<file path="src/design/cfd_pkg.sv">
// Shared types and constants of the command frame decoder.
`default_nettype none
package cfd_pkg;

  // Field widths
  localparam int unsigned BYTE_W   = 8;
  localparam int unsigned KIND_W   = 4;
  localparam int unsigned INDEX_W  = 4;
  localparam int unsigned VALUE_W  = 64;
  localparam int unsigned OFFSET_W = 7;
  localparam int unsigned HDR_W    = 24;
  localparam int unsigned CFG_IDX_W = 2;
  localparam int unsigned CFG_DATA_W = 64;
  localparam int unsigned OUT_DATA_W = KIND_W + INDEX_W + VALUE_W;
  localparam int unsigned NUM_CODES = 8;

  // Command kinds, in priority order
  localparam logic [KIND_W-1:0] KIND_HOME     = 4'd0;
  localparam logic [KIND_W-1:0] KIND_MAPPING  = 4'd1;
  localparam logic [KIND_W-1:0] KIND_MOVE     = 4'd2;
  localparam logic [KIND_W-1:0] KIND_RUN      = 4'd3;
  localparam logic [KIND_W-1:0] KIND_REQUEST  = 4'd4;
  localparam logic [KIND_W-1:0] KIND_SEND     = 4'd5;
  localparam logic [KIND_W-1:0] KIND_MOTOR    = 4'd6;
  localparam logic [KIND_W-1:0] KIND_WELDER   = 4'd7;
  localparam logic [KIND_W-1:0] KIND_FEEDBACK = 4'd8;

  // Configuration register indexes
  localparam logic [CFG_IDX_W-1:0] CFG_IDX_HEADER   = 2'd0;
  localparam logic [CFG_IDX_W-1:0] CFG_IDX_CODES    = 2'd1;
  localparam logic [CFG_IDX_W-1:0] CFG_IDX_FEEDBACK = 2'd2;

  // Frame offsets, counted from the first header byte
  localparam logic [OFFSET_W-1:0] OFF_CODE         = 7'd3;
  localparam logic [OFFSET_W-1:0] OFF_FIRST        = 7'd4;
  localparam logic [OFFSET_W-1:0] OFF_MOVE_VAL     = 7'd6;
  localparam logic [OFFSET_W-1:0] OFF_MOVE_END     = 7'd13;
  localparam logic [OFFSET_W-1:0] OFF_SEND_DBL_END = 7'd75;
  localparam logic [OFFSET_W-1:0] OFF_SEND_GAP     = 7'd76;
  localparam logic [OFFSET_W-1:0] OFF_SEND_POINT   = 7'd77;
  localparam logic [OFFSET_W-1:0] OFF_SEND_PATTERN = 7'd78;

  // Fixed field numbers
  localparam logic [INDEX_W-1:0] IDX_NONE        = 4'd0;
  localparam logic [INDEX_W-1:0] IDX_MOVE_VAL    = 4'd2;
  localparam logic [INDEX_W-1:0] IDX_SEND_POINT  = 4'd9;
  localparam logic [INDEX_W-1:0] IDX_SEND_PATTERN = 4'd10;
  localparam logic [INDEX_W-1:0] IDX_SEND_SPEED  = 4'd11;

  // One result record from the parser to the output register
  typedef struct packed {
    logic                emit;
    logic [KIND_W-1:0]   kind;
    logic [INDEX_W-1:0]  index;
    logic [VALUE_W-1:0]  value;
    logic                last;
  } cfd_result_t;

  // Byte held in the input register
  typedef struct packed {
    logic              valid;
    logic [BYTE_W-1:0] data;
  } cfd_byte_t;

endpackage
`default_nettype wire

</file>
<file path="src/design/command_frame_decoder_core.sv">
// Top level of the command frame decoder.
//
// Takes one received byte per clock on the in_ stream and decodes command
// frames: three configured header bytes, a command code byte matched against
// nine configured codes (first match wins), then the command's payload.
// Each payload field is sent on the out_ stream when its last byte arrives,
// with tlast on the final field of the frame; commands without a payload give
// one record at the code byte. A byte waits in the input register and is
// decoded into the output register when the decode step advances; one byte
// per cycle is sustained while the consumer keeps up, a figure set by the
// single decode step between the two registers. A result that waits on
// out_tready holds the decode step, so the input register takes at most one
// more byte until the result drains. Configuration is written on the cfg_
// port (always ready); the user must write it only while idle, as the block
// does not enforce this.
`default_nettype none
module command_frame_decoder_core
  import cfd_pkg::*;
(
  input  wire logic                  clk,
  input  wire logic                  rst_n,
  input  wire logic                  in_tvalid,
  output logic                       in_tready,
  input  wire logic [BYTE_W-1:0]     in_tdata,   // [7:0] rx_byte
  output logic                       out_tvalid,
  input  wire logic                  out_tready,
  output logic [OUT_DATA_W-1:0]      out_tdata,  // [3:0] command_kind, [7:4] field_index,
                                                 // [71:8] field_value
  output logic                       out_tlast,  // last_field
  input  wire logic                  cfg_valid,
  output logic                       cfg_ready,
  input  wire logic [CFG_IDX_W-1:0]  cfg_index,
  input  wire logic [CFG_DATA_W-1:0] cfg_data
);

  cfd_byte_t   held;
  cfd_result_t result;
  logic        advance;

  assign cfg_ready = 1'b1;

  // Decode the held byte when the output register is free or draining
  assign advance = held.valid && (!out_tvalid || out_tready);

  cfd_input_stage u_in (
    .clk       (clk),
    .rst_n     (rst_n),
    .in_tvalid (in_tvalid),
    .in_tready (in_tready),
    .in_tdata  (in_tdata),
    .advance   (advance),
    .held      (held)
  );

  cfd_parser u_parser (
    .clk       (clk),
    .rst_n     (rst_n),
    .cfg_valid (cfg_valid && cfg_ready),
    .cfg_index (cfg_index),
    .cfg_data  (cfg_data),
    .advance   (advance),
    .rx_byte   (held.data),
    .result    (result)
  );

  cfd_output_stage u_out (
    .clk        (clk),
    .rst_n      (rst_n),
    .advance    (advance),
    .result     (result),
    .out_tvalid (out_tvalid),
    .out_tready (out_tready),
    .out_tdata  (out_tdata),
    .out_tlast  (out_tlast)
  );

endmodule
`default_nettype wire

</file>
<file path="src/design/cfd_input_stage.sv">
// Input register: holds one received byte until the parser takes it.
`default_nettype none
module cfd_input_stage
  import cfd_pkg::*;
(
  input  wire logic              clk,
  input  wire logic              rst_n,
  input  wire logic              in_tvalid,
  output logic                   in_tready,
  input  wire logic [BYTE_W-1:0] in_tdata,   // [7:0] rx_byte
  input  wire logic              advance,
  output cfd_byte_t              held
);

  logic              valid_r;
  logic [BYTE_W-1:0] data_r;

  // Free slot, or the held byte moves on this cycle
  assign in_tready = !valid_r || advance;

  always_ff @(posedge clk) begin
    if (!rst_n) begin
      valid_r <= 1'b0;
    end else if (in_tvalid && in_tready) begin
      valid_r <= 1'b1;
    end else if (advance) begin
      valid_r <= 1'b0;
    end
  end

  always_ff @(posedge clk) begin
    if (in_tvalid && in_tready) begin
      data_r <= in_tdata;
    end
  end

  assign held.valid = valid_r;
  assign held.data  = data_r;

endmodule
`default_nettype wire

</file>
<file path="src/design/cfd_parser.sv">
// Frame parser: header hunt, code decode, payload field assembly, config registers.
`default_nettype none
module cfd_parser
  import cfd_pkg::*;
(
  input  wire logic                  clk,
  input  wire logic                  rst_n,
  input  wire logic                  cfg_valid,
  input  wire logic [CFG_IDX_W-1:0]  cfg_index,
  input  wire logic [CFG_DATA_W-1:0] cfg_data,
  input  wire logic                  advance,
  input  wire logic [BYTE_W-1:0]     rx_byte,
  output cfd_result_t                result
);

  typedef enum logic [2:0] {
    ST_H1   = 3'd0,
    ST_H2   = 3'd1,
    ST_H3   = 3'd2,
    ST_CODE = 3'd3,
    ST_PAY  = 3'd4
  } stage_t;

  // Configuration
  logic [HDR_W-1:0]      header_r;
  logic [VALUE_W-1:0]    codes_r;
  logic [BYTE_W-1:0]     fb_code_r;

  // Parse state
  stage_t                stage_r, stage_nxt;
  logic [KIND_W-1:0]     kind_r, kind_nxt;
  logic [OFFSET_W-1:0]   offset_r, offset_nxt;
  logic [INDEX_W-1:0]    fcount_r, fcount_nxt;
  logic [VALUE_W-1:0]    acc_r, acc_nxt;

  logic [BYTE_W-1:0]     hdr0, hdr1, hdr2;
  logic                  restart_hit;
  stage_t                restart_stage;
  logic [VALUE_W-1:0]    acc_shift;
  logic [VALUE_W-1:0]    byte_ext;
  logic [NUM_CODES-1:0]  code_hit;
  logic                  code_found;
  logic [KIND_W-1:0]     code_kind;
  logic [OFFSET_W-1:0]   dbl_pos;

  always_ff @(posedge clk) begin
    if (!rst_n) begin
      header_r  <= '0;
      codes_r   <= '0;
      fb_code_r <= '0;
    end else if (cfg_valid) begin
      case (cfg_index)
        CFG_IDX_HEADER:   header_r  <= cfg_data[HDR_W-1:0];
        CFG_IDX_CODES:    codes_r   <= cfg_data;
        CFG_IDX_FEEDBACK: fb_code_r <= cfg_data[BYTE_W-1:0];
        default: ;
      endcase
    end
  end

  assign hdr0 = header_r[23:16];
  assign hdr1 = header_r[15:8];
  assign hdr2 = header_r[7:0];

  assign restart_hit   = (rx_byte == hdr0);
  assign restart_stage = restart_hit ? ST_H2 : ST_H1;
  assign acc_shift     = {rx_byte, acc_r[VALUE_W-1:BYTE_W]};
  assign byte_ext      = {{(VALUE_W-BYTE_W){1'b0}}, rx_byte};
  assign dbl_pos       = offset_r - OFF_FIRST;

  // Compare against the eight codes, then pick the first hit
  always_comb begin
    for (int k = 0; k < NUM_CODES; k++) begin
      code_hit[k] = (codes_r[k*BYTE_W +: BYTE_W] == rx_byte);
    end
  end

  always_comb begin
    code_found = 1'b1;
    code_kind  = KIND_FEEDBACK;
    if (code_hit[0])      code_kind = KIND_HOME;
    else if (code_hit[1]) code_kind = KIND_MAPPING;
    else if (code_hit[2]) code_kind = KIND_MOVE;
    else if (code_hit[3]) code_kind = KIND_RUN;
    else if (code_hit[4]) code_kind = KIND_REQUEST;
    else if (code_hit[5]) code_kind = KIND_SEND;
    else if (code_hit[6]) code_kind = KIND_MOTOR;
    else if (code_hit[7]) code_kind = KIND_WELDER;
    else if (rx_byte == fb_code_r) code_kind = KIND_FEEDBACK;
    else code_found = 1'b0;
  end

  // Next state and result for the byte at the head of the input register
  always_comb begin
    stage_nxt    = stage_r;
    kind_nxt     = kind_r;
    offset_nxt   = offset_r;
    fcount_nxt   = fcount_r;
    acc_nxt      = acc_r;
    result       = '0;
    result.kind  = kind_r;
    case (stage_r)
      ST_H2: begin
        stage_nxt = (rx_byte == hdr1) ? ST_H3 : restart_stage;
      end
      ST_H3: begin
        if (rx_byte == hdr2) begin
          stage_nxt  = ST_CODE;
          offset_nxt = OFF_CODE;
        end else if (hdr0 == hdr1 && rx_byte == hdr1) begin
          // Repeated header byte keeps the two-byte partial match
          stage_nxt = ST_H3;
        end else begin
          stage_nxt = restart_stage;
        end
      end
      ST_CODE: begin
        if (!code_found) begin
          stage_nxt = restart_stage;
        end else begin
          kind_nxt   = code_kind;
          fcount_nxt = '0;
          acc_nxt    = '0;
          offset_nxt = OFF_FIRST;
          if (code_kind == KIND_HOME || code_kind == KIND_MAPPING ||
              code_kind == KIND_RUN || code_kind == KIND_REQUEST) begin
            stage_nxt    = ST_H1;
            result.emit  = 1'b1;
            result.kind  = code_kind;
            result.index = IDX_NONE;
            result.last  = 1'b1;
          end else begin
            stage_nxt = ST_PAY;
          end
        end
      end
      ST_PAY: begin
        offset_nxt = offset_r + 7'd1;
        if (kind_r == KIND_MOVE) begin
          if (offset_r < OFF_MOVE_VAL) begin
            fcount_nxt   = fcount_r + 4'd1;
            result.emit  = 1'b1;
            result.index = fcount_r;
            result.value = byte_ext;
          end else begin
            acc_nxt = acc_shift;
            if (offset_r >= OFF_MOVE_END) begin
              stage_nxt    = ST_H1;
              result.emit  = 1'b1;
              result.index = IDX_MOVE_VAL;
              result.value = acc_shift;
              result.last  = 1'b1;
            end
          end
        end else if (kind_r == KIND_SEND) begin
          if (offset_r <= OFF_SEND_DBL_END) begin
            acc_nxt = acc_shift;
            // Eighth byte of a double completes the field
            if (dbl_pos[2:0] == 3'd7) begin
              fcount_nxt   = fcount_r + 4'd1;
              result.emit  = 1'b1;
              result.index = fcount_r;
              result.value = acc_shift;
            end
          end else if (offset_r == OFF_SEND_GAP) begin
            result.emit = 1'b0;
          end else if (offset_r == OFF_SEND_POINT) begin
            result.emit  = 1'b1;
            result.index = IDX_SEND_POINT;
            result.value = byte_ext;
          end else if (offset_r == OFF_SEND_PATTERN) begin
            result.emit  = 1'b1;
            result.index = IDX_SEND_PATTERN;
            result.value = byte_ext;
          end else begin
            stage_nxt    = ST_H1;
            result.emit  = 1'b1;
            result.index = IDX_SEND_SPEED;
            result.value = byte_ext;
            result.last  = 1'b1;
          end
        end else if (kind_r == KIND_MOTOR || kind_r == KIND_WELDER ||
                     kind_r == KIND_FEEDBACK) begin
          stage_nxt    = ST_H1;
          result.emit  = 1'b1;
          result.index = IDX_NONE;
          result.value = byte_ext;
          result.last  = 1'b1;
        end else begin
          stage_nxt = ST_H1;
        end
      end
      default: begin
        // Hunting for the first header byte
        stage_nxt = restart_stage;
      end
    endcase
  end

  always_ff @(posedge clk) begin
    if (!rst_n) begin
      stage_r  <= ST_H1;
      kind_r   <= '0;
      offset_r <= '0;
      fcount_r <= '0;
      acc_r    <= '0;
    end else if (advance) begin
      stage_r  <= stage_nxt;
      kind_r   <= kind_nxt;
      offset_r <= offset_nxt;
      fcount_r <= fcount_nxt;
      acc_r    <= acc_nxt;
    end
  end

endmodule
`default_nettype wire

</file>
<file path="src/design/cfd_output_stage.sv">
// Output register: holds one result record until the consumer takes it.
`default_nettype none
module cfd_output_stage
  import cfd_pkg::*;
(
  input  wire logic                  clk,
  input  wire logic                  rst_n,
  input  wire logic                  advance,
  input  wire cfd_result_t           result,
  output logic                       out_tvalid,
  input  wire logic                  out_tready,
  output logic [OUT_DATA_W-1:0]      out_tdata,  // [3:0] command_kind, [7:4] field_index,
                                                 // [71:8] field_value
  output logic                       out_tlast   // last_field
);

  logic                  valid_r;
  logic [KIND_W-1:0]     kind_r;
  logic [INDEX_W-1:0]    index_r;
  logic [VALUE_W-1:0]    value_r;
  logic                  last_r;

  always_ff @(posedge clk) begin
    if (!rst_n) begin
      valid_r <= 1'b0;
    end else if (advance) begin
      valid_r <= result.emit;
    end else if (out_tready) begin
      valid_r <= 1'b0;
    end
  end

  always_ff @(posedge clk) begin
    if (advance && result.emit) begin
      kind_r  <= result.kind;
      index_r <= result.index;
      value_r <= result.value;
      last_r  <= result.last;
    end
  end

  assign out_tvalid = valid_r;
  assign out_tdata  = {value_r, index_r, kind_r};
  assign out_tlast  = last_r;

endmodule
`default_nettype wire

</file>
<file path="config.mk">
export PLATFORM = sky130hd
export DESIGN_NAME = command_frame_decoder_core
export DESIGN_NICKNAME = d
export VERILOG_FILES = /design/src/design/cfd_pkg.sv /design/src/design/command_frame_decoder_core.sv /design/src/design/cfd_input_stage.sv /design/src/design/cfd_parser.sv /design/src/design/cfd_output_stage.sv
export SDC_FILE = /design/constraint.sdc
export NUM_CORES = 1
export LEC_CHECK = 0
export BUFFER_PORTS_ARGS = -buffer_cell sky130_fd_sc_hd__buf_2
export CORE_MARGIN = 5
export CORE_UTILIZATION = 51
export CTS_BUF_LIST = sky130_fd_sc_hd__clkbuf_2
export CTS_CLUSTER_DIAMETER = 40
export DETAILED_ROUTE_END_ITERATION = 8
export MAX_ROUTING_LAYER = met4
export PLACE_DENSITY = 0.72
export SLEW_MARGIN = 15
export SYNTH_ARGS = -nofsm -noshare
export SYNTH_HDL_FRONTEND = slang
export SYNTH_SLANG_ARGS = --single-unit
</file>
<file path="constraint.sdc">
create_clock -name clk -period 10.11 [get_ports clk]
set_input_delay 1.011 -clock clk [delete_from_list [all_inputs] [get_ports clk]]
set_output_delay 1.011 -clock clk [all_outputs]
set_load 0.01 [all_outputs]
</file>
==> flow_summary_export.csv, run 1 <==
group,metric,value,unit
synth,yosys_warnings,0,
global_routing,antenna_found_initial,1,
clock_network,clock_latency,850,ps
floorplan,fp.dieH,164,microns
routing,viasPerCell,5.54,
worst_setup_path,timing.rr.start,"u_in.data_r[6]$_DFFE_PP_",
routing,first_pass_iters,5,
placement,dp_hpwl,19600,microns
synth,async_flop_share,0,%
synth,synthTopCellsByArea,"dfxtp_1, edfxtp_1, nand2_1, a21boi_0, o2111ai_1",
clock_network,clockRootBuffer,"clkbuf_2",
power_and_ir_drop,p_per_area,138,nW/um^2
floorplan,fp.dieArea,26900,sq um
timing,setup_viol,0,
worst_setup_path,arrival,4230,ps
worst_setup_path,startpoint,"u_in.data_r[6]$_DFFE_PP_",
worst_setup_path,cpPeakStageDelay,950,ps
routing,drt-total-wl,29800,microns
timing,min_period,3780,ps
synth,yosysTopAreaCell,"dfxtp_1",
floorplan,ios,155,
worst_setup_path,crit_chain,"xor2_1, nor4_1, and2_4, o21ai_0, a21oi_1, nor2_1, nor2_4, buf_4",
worst_setup_path,worstPathRequired,10550,ps
routing,drt-wirelength-per-cell,17.3,microns
synth,avgSynthCellArea,9.73,sq um
clock_network,post_cts_resized,0,
global_routing,grt_pass1_vias,9107,
clock_network,cts_tree,"yes",
routing,drt_iter0_markers,671,
floorplan,coreArea,23400,sq um
synth,syn-num-nets,1330,
cells_and_area,fin_cells,1725,
synth,seq_area_frac_synth,48.5,%
clock_network,cts_hold_buffers,0,
cells_and_area,area_growth,10.0,%
routing,drc,0,
global_routing,grt_max_degree,119,
floorplan,row_count,56,
timing,fin_worst_skew,71.9,ps
timing,relSlewSlack,24.5,%
cells_and_area,layout-drive-gt1-share,20.7,%
clock_network,clockBufferDepth,3,
synth,synth_top_area_share,28.4,%
timing,hold_viol,0,
worst_setup_path,timing.rr.end,"u_out.value_r[56]$_SDFFCE_PP0P_",
routing,vias,9554,
worst_setup_path,r2r_setup_slack,6330,ps
synth,ys_ff_latch,253,
clock_network,htreeDepth,2,
worst_hold_path,hold_path_class,"primary input to flip-flop",
timing,fmax,264,MHz
synth,ys_types,70,
clock_network,cts_setup_buffers,0,
status,status,"finished clean",
worst_setup_path,crit_type,"flip-flop to flip-flop",
worst_setup_path,crit_end,"u_out.value_r[56]$_SDFFCE_PP0P_",
worst_setup_path,cp_max_fo,73,
clock_network,clkTransAtPathRegs,100,ps
floorplan,fp.dieW,164,microns
synth,syn-cell-area,12100,sq um
cells_and_area,layout_common_cells,"nand2_1, dfxtp_1, buf_2",
cells_and_area,layout_commonest_cell,"nand2_1",
worst_setup_path,crit_slowest_cell,"edfxtp_1",
cells_and_area,nets,1445,
flow_run,maxCapViolCount,0,
clock_network,numClockSinks,253,
synth,synth_flop_cell,"dfxtp_1",
timing,finalCritPeriodShare,37.4,%
global_routing,grt_use_total,22.4,%
timing,drv_slew,0,
worst_setup_path,rr_worst_depth,8,
global_routing,gr-total-overflow,0,
clock_network,numCtsBuffers,61,
placement,io_buffers,153,
routing,ant_nets,0,
timing,grt_setup_unrepaired,"no",
floorplan,start_util,51.8,%
global_routing,grt_pass1_wl,47600,microns
placement,gp_congestion,0.903,
timing,tightest_slew,1130,ps
placement,dp.cells,1616,
synth,synthCells,1245,
worst_setup_path,start_kind,"flip-flop",
worst_setup_path,cp-end-kind,"flip-flop",
power_and_ir_drop,vdd_drop_max,0.0820,mV
power_and_ir_drop,p_leak,4.85,nW
worst_hold_path,whs_path_depth,1,
timing,tns,0,ps
synth,synth-edff-count,81,
==> cell usage after synthesis, drive strengths merged, types with 2 or more instances <==
library cell / n
o211ai: 4
nand2b: 3
dfxtp: 172
and3: 59
or3: 3
nor2b: 15
nand2: 208
nor2: 37
or3b: 2
edfxtp: 81
o21bai: 2
mux2i: 15
and4b: 2
ha: 6
o2111ai: 56
a221oi: 3
or2: 2
nor3: 9
o221ai: 2
nor3b: 2
nand3b: 5
a21boi: 136
o21a: 3
a21oi: 28
nand4: 15
and2: 9
xnor2: 49
o31ai: 2
o311ai: 2
a211oi: 2
o21ai: 75
mux2: 3
clkbuf: 74
nand3: 8
a22oi: 8
a21o: 4
buf: 37
a31oi: 5
inv: 13
nor4: 16
xor2: 56
==> through the flow <==
step           hold slack (ps)  total power, mW  cell area, sq um  utilization (%)  setup WS [ps]
6_report                   384             1.83             13300             56.9           6330
3_5_place_dp               470             1.23             12800             54.7           6290
5_1_grt                    318             1.93             13300             56.9           5990
3_3_place_gp               466             1.22             12800             54.7           6400
2_1_floorplan              448             1.19             12100                -           4760
4_1_cts                    318             1.85             13300             56.9           6260
==> state kept, by name, indices dropped and copies added, names as in the netlist <==
| register | count |
|---|---|
| u_parser.acc_r | 56 |
| u_parser.stage_r | 3 |
| u_parser.fcount_r | 4 |
| u_parser.offset_r | 7 |
| u_parser.kind_r | 4 |
| u_out.out_tvalid | 1 |
| u_in.data_r | 8 |
| u_out.index_r | 4 |
| u_parser.fb_code_r | 8 |
| u_parser.codes_r | 64 |
| u_parser.header_r | 24 |
| u_out.kind_r | 4 |
| u_out.value_r | 64 |
| u_out.out_tlast | 1 |
| u_in.valid_r | 1 |
==> area by class of cell <==
cell class,count,area (sq um)
Sequential cell,253,5880
Clock buffer,90,450
Inverter,13,48.8
Antenna cell,2,5.00
Timing Repair Buffer,163,843
Tap cell,319,399
Clock inverter,17,67.6
Fill cell,2181,10100
Multi-Input combinational cell,868,5630
==> where the power goes <==
group	internal (mW)	leakage, nW	switching, mW
logic	0.0548	2.42	0.0590
registers	1.06	2.02	0.0319
clock network	0.236	0.410	0.395
==> logic make-up after synthesis <==
logic type / share of synthesized area (%)
multiplexers: 1.55
buffers and inverters: 5.41
adder cells (fa/ha/maj): 0.620
XOR/XNOR: 7.78
flip-flops: 48.5
AND/OR/NAND/NOR: 16.1
AO/OA/AOI/OAI: 20.0
other: 0.0310
==> critical path, delay by kind of cell (launching register included) <==
kind / cells / cell delay (ps)
AO/OA/AOI/OAI: 2 / 640
AND/OR/NAND/NOR: 4 / 930
flip-flops: 1 / 950
buffers and inverters: 1 / 670
XOR/XNOR: 1 / 150
==> worst min path at each step <==
stage	startpoint	endpoint	slack (ps)
floorplan	u_parser.codes_r[36]$_SDFFE_PN0P_	u_parser.codes_r[36]$_SDFFE_PN0P_	450
global placement	u_parser.codes_r[0]$_SDFFE_PN0P_	u_parser.codes_r[0]$_SDFFE_PN0P_	470
detailed placement	u_parser.codes_r[0]$_SDFFE_PN0P_	u_parser.codes_r[0]$_SDFFE_PN0P_	470
CTS	in_tdata[2]	u_in.data_r[2]$_DFFE_PP_	320
global route	in_tdata[2]	u_in.data_r[2]$_DFFE_PP_	320
finish	in_tdata[2]	u_in.data_r[2]$_DFFE_PP_	380
==> routing by layer <==
| metal | part of all wire [%] | track usage (%) | wire length [microns] | vias to the layer above |
|---|---|---|---|---|
| met5 | 0 | - | 0 | - |
| met3 | 5.5 | 3.51 | 1620 | 45 |
| met2 | 47 | 34.8 | 14100 | 303 |
| met1 | 46 | 31.1 | 13600 | 4523 |
| li1 | - | - | - | 4683 |
| met4 | 1.5 | 5.64 | 449 | 0 |
Note: power is estimated with default switching activity, not from simulation.
==> run 2, diff against run 1 <==
==> constraint.sdc (replaced) <==
create_clock -name clk -period 3.9 [get_ports clk]
set_input_delay 0.39 -clock clk [delete_from_list [all_inputs] [get_ports clk]]
set_output_delay 0.39 -clock clk [all_outputs]
set_load 0.01 [all_outputs]
==> run 2 against run 1 <==
Net effect:
- via count rose by 4.3%
- fmax rose by 19%
- clock power rose to 2.8 times the previous value
- sequential power rose to 2.6 times the previous value
- critical path depth did not move
- global-route usage rose by 1.3 points
- first-iteration DRC count fell by 1.0%
- critical path type unchanged
- largest cell class unchanged
- largest power group unchanged
==> flow_summary_export.csv, run 2 (synthesis gave the netlist of run 1 again) <==
group,metric,value,unit
routing,viasPerCell,5.49,
placement,placed_area,12900,sq um
timing,tightest_slew,1060,ps
floorplan,fp.dieArea,26900,sq um
placement,gp_congestion,0.872,
floorplan,fp.dieW,164,microns
status,status,"finished clean",
routing,drt-wirelength-per-cell,17.2,microns
placement,io_buffers,153,
worst_setup_path,arrival,3870,ps
cells_and_area,regArea,5880,sq um
power_and_ir_drop,vdd_drop_max,0.205,mV
timing,relSlewSlack,29.4,%
power_and_ir_drop,p_leak,5.26,nW
cells_and_area,nets,1534,
floorplan,ios,155,
power_and_ir_drop,clkPwrFrac,35.6,%
worst_hold_path,hold_path_class,"primary input to flip-flop",
timing,min_period,3190,ps
cells_and_area,layout_commonest_cell,"nand2_1",
worst_setup_path,start_kind,"flip-flop",
routing,first_pass_iters,5,
clock_network,clock_latency,790,ps
global_routing,grt_use_total,23.7,%
cells_and_area,multiInputGateArea,5640,sq um
global_routing,grt_max_degree,119,
flow_run,maxCapViolCount,0,
placement,dp_hpwl,19600,microns
worst_setup_path,crit_type,"flip-flop to flip-flop",
timing,fmax,314,MHz
clock_network,cts_tree,"yes",
clock_network,clockRootBuffer,"clkbuf_2",
floorplan,start_util,51.8,%
timing,hold_slack,105,ps
global_routing,antenna_found_initial,1,
routing,drt-total-wl,31300,microns
floorplan,row_count,56,
power_and_ir_drop,sw_frac_of_total,26.4,%
cells_and_area,layout_common_cells,"nand2_1, dfxtp_1, buf_2",
global_routing,grt_pass1_vias,9761,
timing,finalCritPeriodShare,81.7,%
power_and_ir_drop,internal_power,3.65,mW
routing,vias,9967,
routing,ant_nets,0,
routing,drt_iter0_markers,664,
power_and_ir_drop,pwr-share-seq,56.7,%
clock_network,numCtsBuffers,68,
cells_and_area,area_growth,17.4,%
power_and_ir_drop,power_frac_comb,7.7,%
timing,drv_slew,0,
cells_and_area,top_regs,"u_out.value_r: 64 flops, u_parser.codes_r: 64 flops, u_parser.acc_r: 56 flops",
worst_setup_path,cp_max_fo,56,
worst_setup_path,cp-end-kind,"flip-flop",
worst_setup_path,worstPathRequired,4580,ps
power_and_ir_drop,p_per_area,349,nW/um^2
clock_network,htreeDepth,3,
cells_and_area,layout-drive-gt1-share,20.9,%
routing,drc,0,
floorplan,coreArea,23400,sq um
clock_network,clkTransAtPathRegs,100,ps
timing,setup_viol,0,
floorplan,fp.dieH,164,microns
timing,grt_setup_unrepaired,"no",
timing,hold_viol,0,
power_and_ir_drop,netSwitchingPower,1.31,mW
cells_and_area,stdcell_area,14200,sq um
clock_network,numClockSinks,253,
global_routing,grt_pass1_wl,50200,microns
global_routing,gr-total-overflow,0,
clock_network,clockBufferDepth,3,
timing,tns,0,ps
timing,fin_worst_skew,58.6,ps
cells_and_area,fillerInstances,2059,
[run 2: cell types whose count changed in the layout (fill, tap and decap cells not counted), sizes merged]
| cell | change |
|---|---|
| dlygate4sd3 | +75 |
| clkbuf | +17 |
| buf | +7 |
| clkinv | -7 |
| diode | -1 |
[run 2: power groups by stage]
| stage | registers (mW) | logic, mW | clock network, mW |
|---|---|---|---|
| 2_1_floorplan | 2.82 | 0.270 | 0 |
| 4_1_cts | 2.81 | 0.376 | 1.82 |
| 3_5_place_dp | 2.87 | 0.318 | 0 |
| 6_report | 2.81 | 0.382 | 1.77 |
| 5_1_grt | 2.81 | 0.418 | 1.97 |
| 3_3_place_gp | 2.87 | 0.313 | 0 |
[run 2: what timing repair did]
action,in CTS,in global routing
resized for setup,0,0
endpoints found under the hold margin,106,0
hold buffers,75,0
setup buffers,0,0
[run 2: cell type report]
| cell class | instances | area share [%] |
|---|---|---|
| inverter | 13 | 0.343 |
| tap | 319 | 2.81 |
| timing repair buffer | 245 | 11.8 |
| antenna | 1 | 0.0176 |
| clock inverter | 10 | 0.282 |
| multi-input combinational | 868 | 39.6 |
| clock buffer | 107 | 3.77 |
| sequential | 253 | 41.3 |
[run 2: per-layer routing]
metal | wire [microns] | GRT usage (%) | vias up
met5 | 0 | - | -
met4 | 620 | 7.89 | 0
met3 | 2050 | 4.62 | 58
met2 | 14700 | 37.9 | 351
met1 | 13900 | 30.4 | 4677
li1 | - | - | 4881
[run 2: path summary, 6_finish.rpt]
kind | start | end | slack [ps] | cells after the start
hold / removal | cfg_index[1] | u_parser.header_r[11]$_SDFFE_PN0P_ | 110 | 4
setup / recovery | u_in.data_r[1]$_DFFE_PP_ | u_parser.acc_r[23]$_SDFFE_PN0P_ | 710 | 8
setup reg to reg | u_in.data_r[1]$_DFFE_PP_ | u_parser.acc_r[23]$_SDFFE_PN0P_ | 710 | 8
hold reg to reg | u_parser.codes_r[36]$_SDFFE_PN0P_ | u_parser.codes_r[36]$_SDFFE_PN0P_ | 470 | 2
[run 2: worst max-delay path, stage by stage, from the launching register on]
cell      delay, ps
edfxtp_1       1010
xor2_2          170
nor4_1           90
and2_4          180
or4_4           600
nor3_4          190
buf_4           500
o21ai_0         200
a21boi_1        150
[run 2: stage by stage]
step	utilization (%)	worst slack [ps]	instances	total power, mW
2_1_floorplan	-	561	1245	3.09
3_3_place_gp	55.1	827	1623	3.18
3_5_place_dp	55.1	760	1623	3.19
4_1_cts	60.7	699	1815	5.00
5_1_grt	60.8	487	1816	5.21
6_report	60.8	715	1816	4.96
==> run 3, diff against run 2 <==
--- a/config.mk
+++ b/config.mk
@@ -12,7 +12,7 @@
 export CTS_CLUSTER_DIAMETER = 40
 export DETAILED_ROUTE_END_ITERATION = 8
 export MAX_ROUTING_LAYER = met4
-export PLACE_DENSITY = 0.72
+export PLACE_DENSITY = 0.74
 export SLEW_MARGIN = 15
 export SYNTH_ARGS = -nofsm -noshare
 export SYNTH_HDL_FRONTEND = slang
==> constraint.sdc (replaced) <==
create_clock -name clk -period 2.55 [get_ports clk]
set_input_delay 0.255 -clock clk [delete_from_list [all_inputs] [get_ports clk]]
set_output_delay 0.255 -clock clk [all_outputs]
set_load 0.01 [all_outputs]
==> run 3 against run 2 <==
Net effect:
- the flow now finishes with violations (setup timing)
- setup slack worse by 740 ps
- global-route usage up 1.3 points
- cell area up 9.4%
- non-clock buffer count up 95
- total power up 56%
- clock skew up 20 ps
- via count up 5.8%
- register-to-register slack worse by 740 ps
- combinational power up 99%
- critical path type unchanged
==> flow_summary_export.csv, run 3 (synthesis gave the netlist of run 1 again) <==
group,metric,value,unit
worst_setup_path,critPathBufInv,5,
worst_setup_path,worstPathRequired,3280,ps
worst_setup_path,arrival,3310,ps
placement,dp_slack,-68.7,ps
timing,relSlewSlack,48.3,%
worst_hold_path,hold_path_class,"primary input to flip-flop",
floorplan,coreArea,23400,sq um
timing,min_period,2570,ps
routing,drt-total-wl,33900,microns
global_routing,antenna_found_initial,2,
worst_setup_path,crit_type,"flip-flop to flip-flop",
routing,wl_met2,16500,microns
timing,fmax,389,MHz
global_routing,gr-total-overflow,0,
timing,finalCritPeriodShare,101,%
status,status,"finished with violations",
global_routing,grt_use_total,24.9,%
routing,drt-wirelength-per-cell,17.7,microns
clock_network,clkTransAtPathRegs,120,ps
timing,setup_viol,2,
cells_and_area,layout-drive-gt1-share,27.1,%
cells_and_area,fillerInstances,1871,
power_and_ir_drop,vdd_drop_max,0.365,mV
cells_and_area,regArea,5880,sq um
cells_and_area,layout_common_cells,"nand2_1, dfxtp_1, buf_2",
routing,first_pass_iters,6,
cells_and_area,area_growth,28.5,%
worst_setup_path,cp_top_family,"buffers and inverters",
timing,tightest_slew,775,ps
placement,dp_hpwl,21100,microns
routing,top_layer,"met4",
floorplan,fp.dieArea,26900,sq um
power_and_ir_drop,p_leak,5.86,nW
global_routing,grt_max_degree,115,
worst_setup_path,crit_slowest_cell,"edfxtp_1",
timing,grt_setup_unrepaired,"yes",
global_routing,grt_pass1_wl,52700,microns
cells_and_area,final_util,66.5,%
routing,drt_iter0_markers,869,
status,violations,"setup timing",
floorplan,ios,155,
timing,tns,-21.8,ps
worst_setup_path,crit_chain,"buf_12, xor2_2, nor4_2, buf_4, nand2_2, and4b_4, a31oi_4, buf_12, buf_12, buf_8, o2111ai_1, a21boi_1",
clock_network,numCtsBuffers,66,
placement,dp.cells,1681,
clock_network,cts_tree,"yes",
clock_network,clockBufferDepth,3,
cells_and_area,multiInputGateArea,5860,sq um
routing,dr_wl_met3,2240,microns
global_routing,grt_pass1_vias,10400,
worst_setup_path,cp-end-kind,"flip-flop",
routing,vias,10500,
clock_network,numClockSinks,253,
floorplan,fp.dieW,164,microns
cells_and_area,top_regs,"u_out.value_r: 64 flops, u_parser.codes_r: 64 flops, u_parser.acc_r: 56 flops",
timing,fin_worst_skew,78.8,ps
floorplan,start_util,51.8,%
timing,drv_slew,0,
floorplan,fp.dieH,164,microns
worst_setup_path,cp_max_fo,7,
routing,viasPerCell,5.52,
worst_setup_path,start_kind,"flip-flop",
cells_and_area,nets,1627,
clock_network,clock_latency,800,ps
routing,wl_met1,14400,microns
worst_setup_path,cpMostUsedCell,"buf_12",
clock_network,htreeDepth,3,
floorplan,row_count,56,
timing,setup_slack,-21.4,ps
worst_setup_path,cpPeakStageDelay,470,ps
clock_network,clockRootBuffer,"clkbuf_2",
placement,gp_congestion,0.955,
flow_run,maxCapViolCount,0,
cells_and_area,layout_commonest_cell,"nand2_1",
routing,drc,0,
routing,ant_nets,0,
placement,io_buffers,153,
power_and_ir_drop,p_per_area,497,nW/um^2
timing,hold_viol,0,
cells_and_area,fin_cells,1910,
## run 3: changes by cell type in the layout (fill, tap and decap cells not counted), sizes merged
cell	delta
dlygate4sd3	+5
diode	+1
clkinv	+7
clkbuf	-5
buf	+85
bufinv	+1
## run 3: path summary, 6_finish.rpt
path              depth (start not counted)                           endpoint  slack, ps                               from
hold reg to reg                           2  u_parser.codes_r[38]$_SDFFE_PN0P_        480  u_parser.codes_r[38]$_SDFFE_PN0P_
setup reg to reg                         12    u_parser.acc_r[41]$_SDFFE_PN0P_        -20           u_in.data_r[2]$_DFFE_PP_
setup / recovery                         12    u_parser.acc_r[41]$_SDFFE_PN0P_        -20           u_in.data_r[2]$_DFFE_PP_
hold / removal                            4   u_parser.codes_r[9]$_SDFFE_PN0P_        150                          cfg_valid
## run 3: what timing repair did
item / CTS / global route
hold buffers: 80 / 0
hold endpoints to repair: 112 / 0
gates resized for setup: 4 / 54
cloned: 1 / 5
setup buffers: 13 / 13
endpoints found under the setup margin: 108 / 141
pin swaps: 11 / 51
## run 3: worst min-delay path, cell delays in order
cell      delay, ps
buf_2           120
and3b_2         340
nand2_1         110
a21boi_0         60
## run 3: where the power goes
group,internal [mW],switching [mW],leakage [nW]
logic,0.392,0.370,3.39
clock network,1.11,1.61,0.451
registers,4.19,0.0606,2.02
## run 3: through the flow
| step | hold slack, ps | total power [mW] | area, sq um |
|---|---|---|---|
| after floorplan | 354 | 4.73 | 12100 |
| after global placement | 438 | 4.92 | 13500 |
| after detailed placement | 437 | 4.94 | 13500 |
| after CTS | 57.6 | 7.75 | 15100 |
| after global routing | 126 | 8.10 | 15600 |
| final | 151 | 7.74 | 15600 |
## run 3: metal layers
layer | vias to the layer above | GRT usage (%)
met5 | - | -
met1 | 5010 | 31.6
li1 | 5061 | -
met4 | 0 | 9.11
met2 | 416 | 40.3
met3 | 61 | 4.42
## run 3: final cells by class
| cell class | count | area share (%) |
|---|---|---|
| Antenna cell | 2 | 0.0322 |
| Multi-Input combinational cell | 868 | 37.6 |
| Clock inverter | 18 | 0.619 |
| Sequential cell | 253 | 37.8 |
| Inverter | 13 | 0.314 |
| Tap cell | 319 | 2.56 |
| Timing Repair Buffer | 340 | 18.0 |
| Clock buffer | 97 | 3.12 |
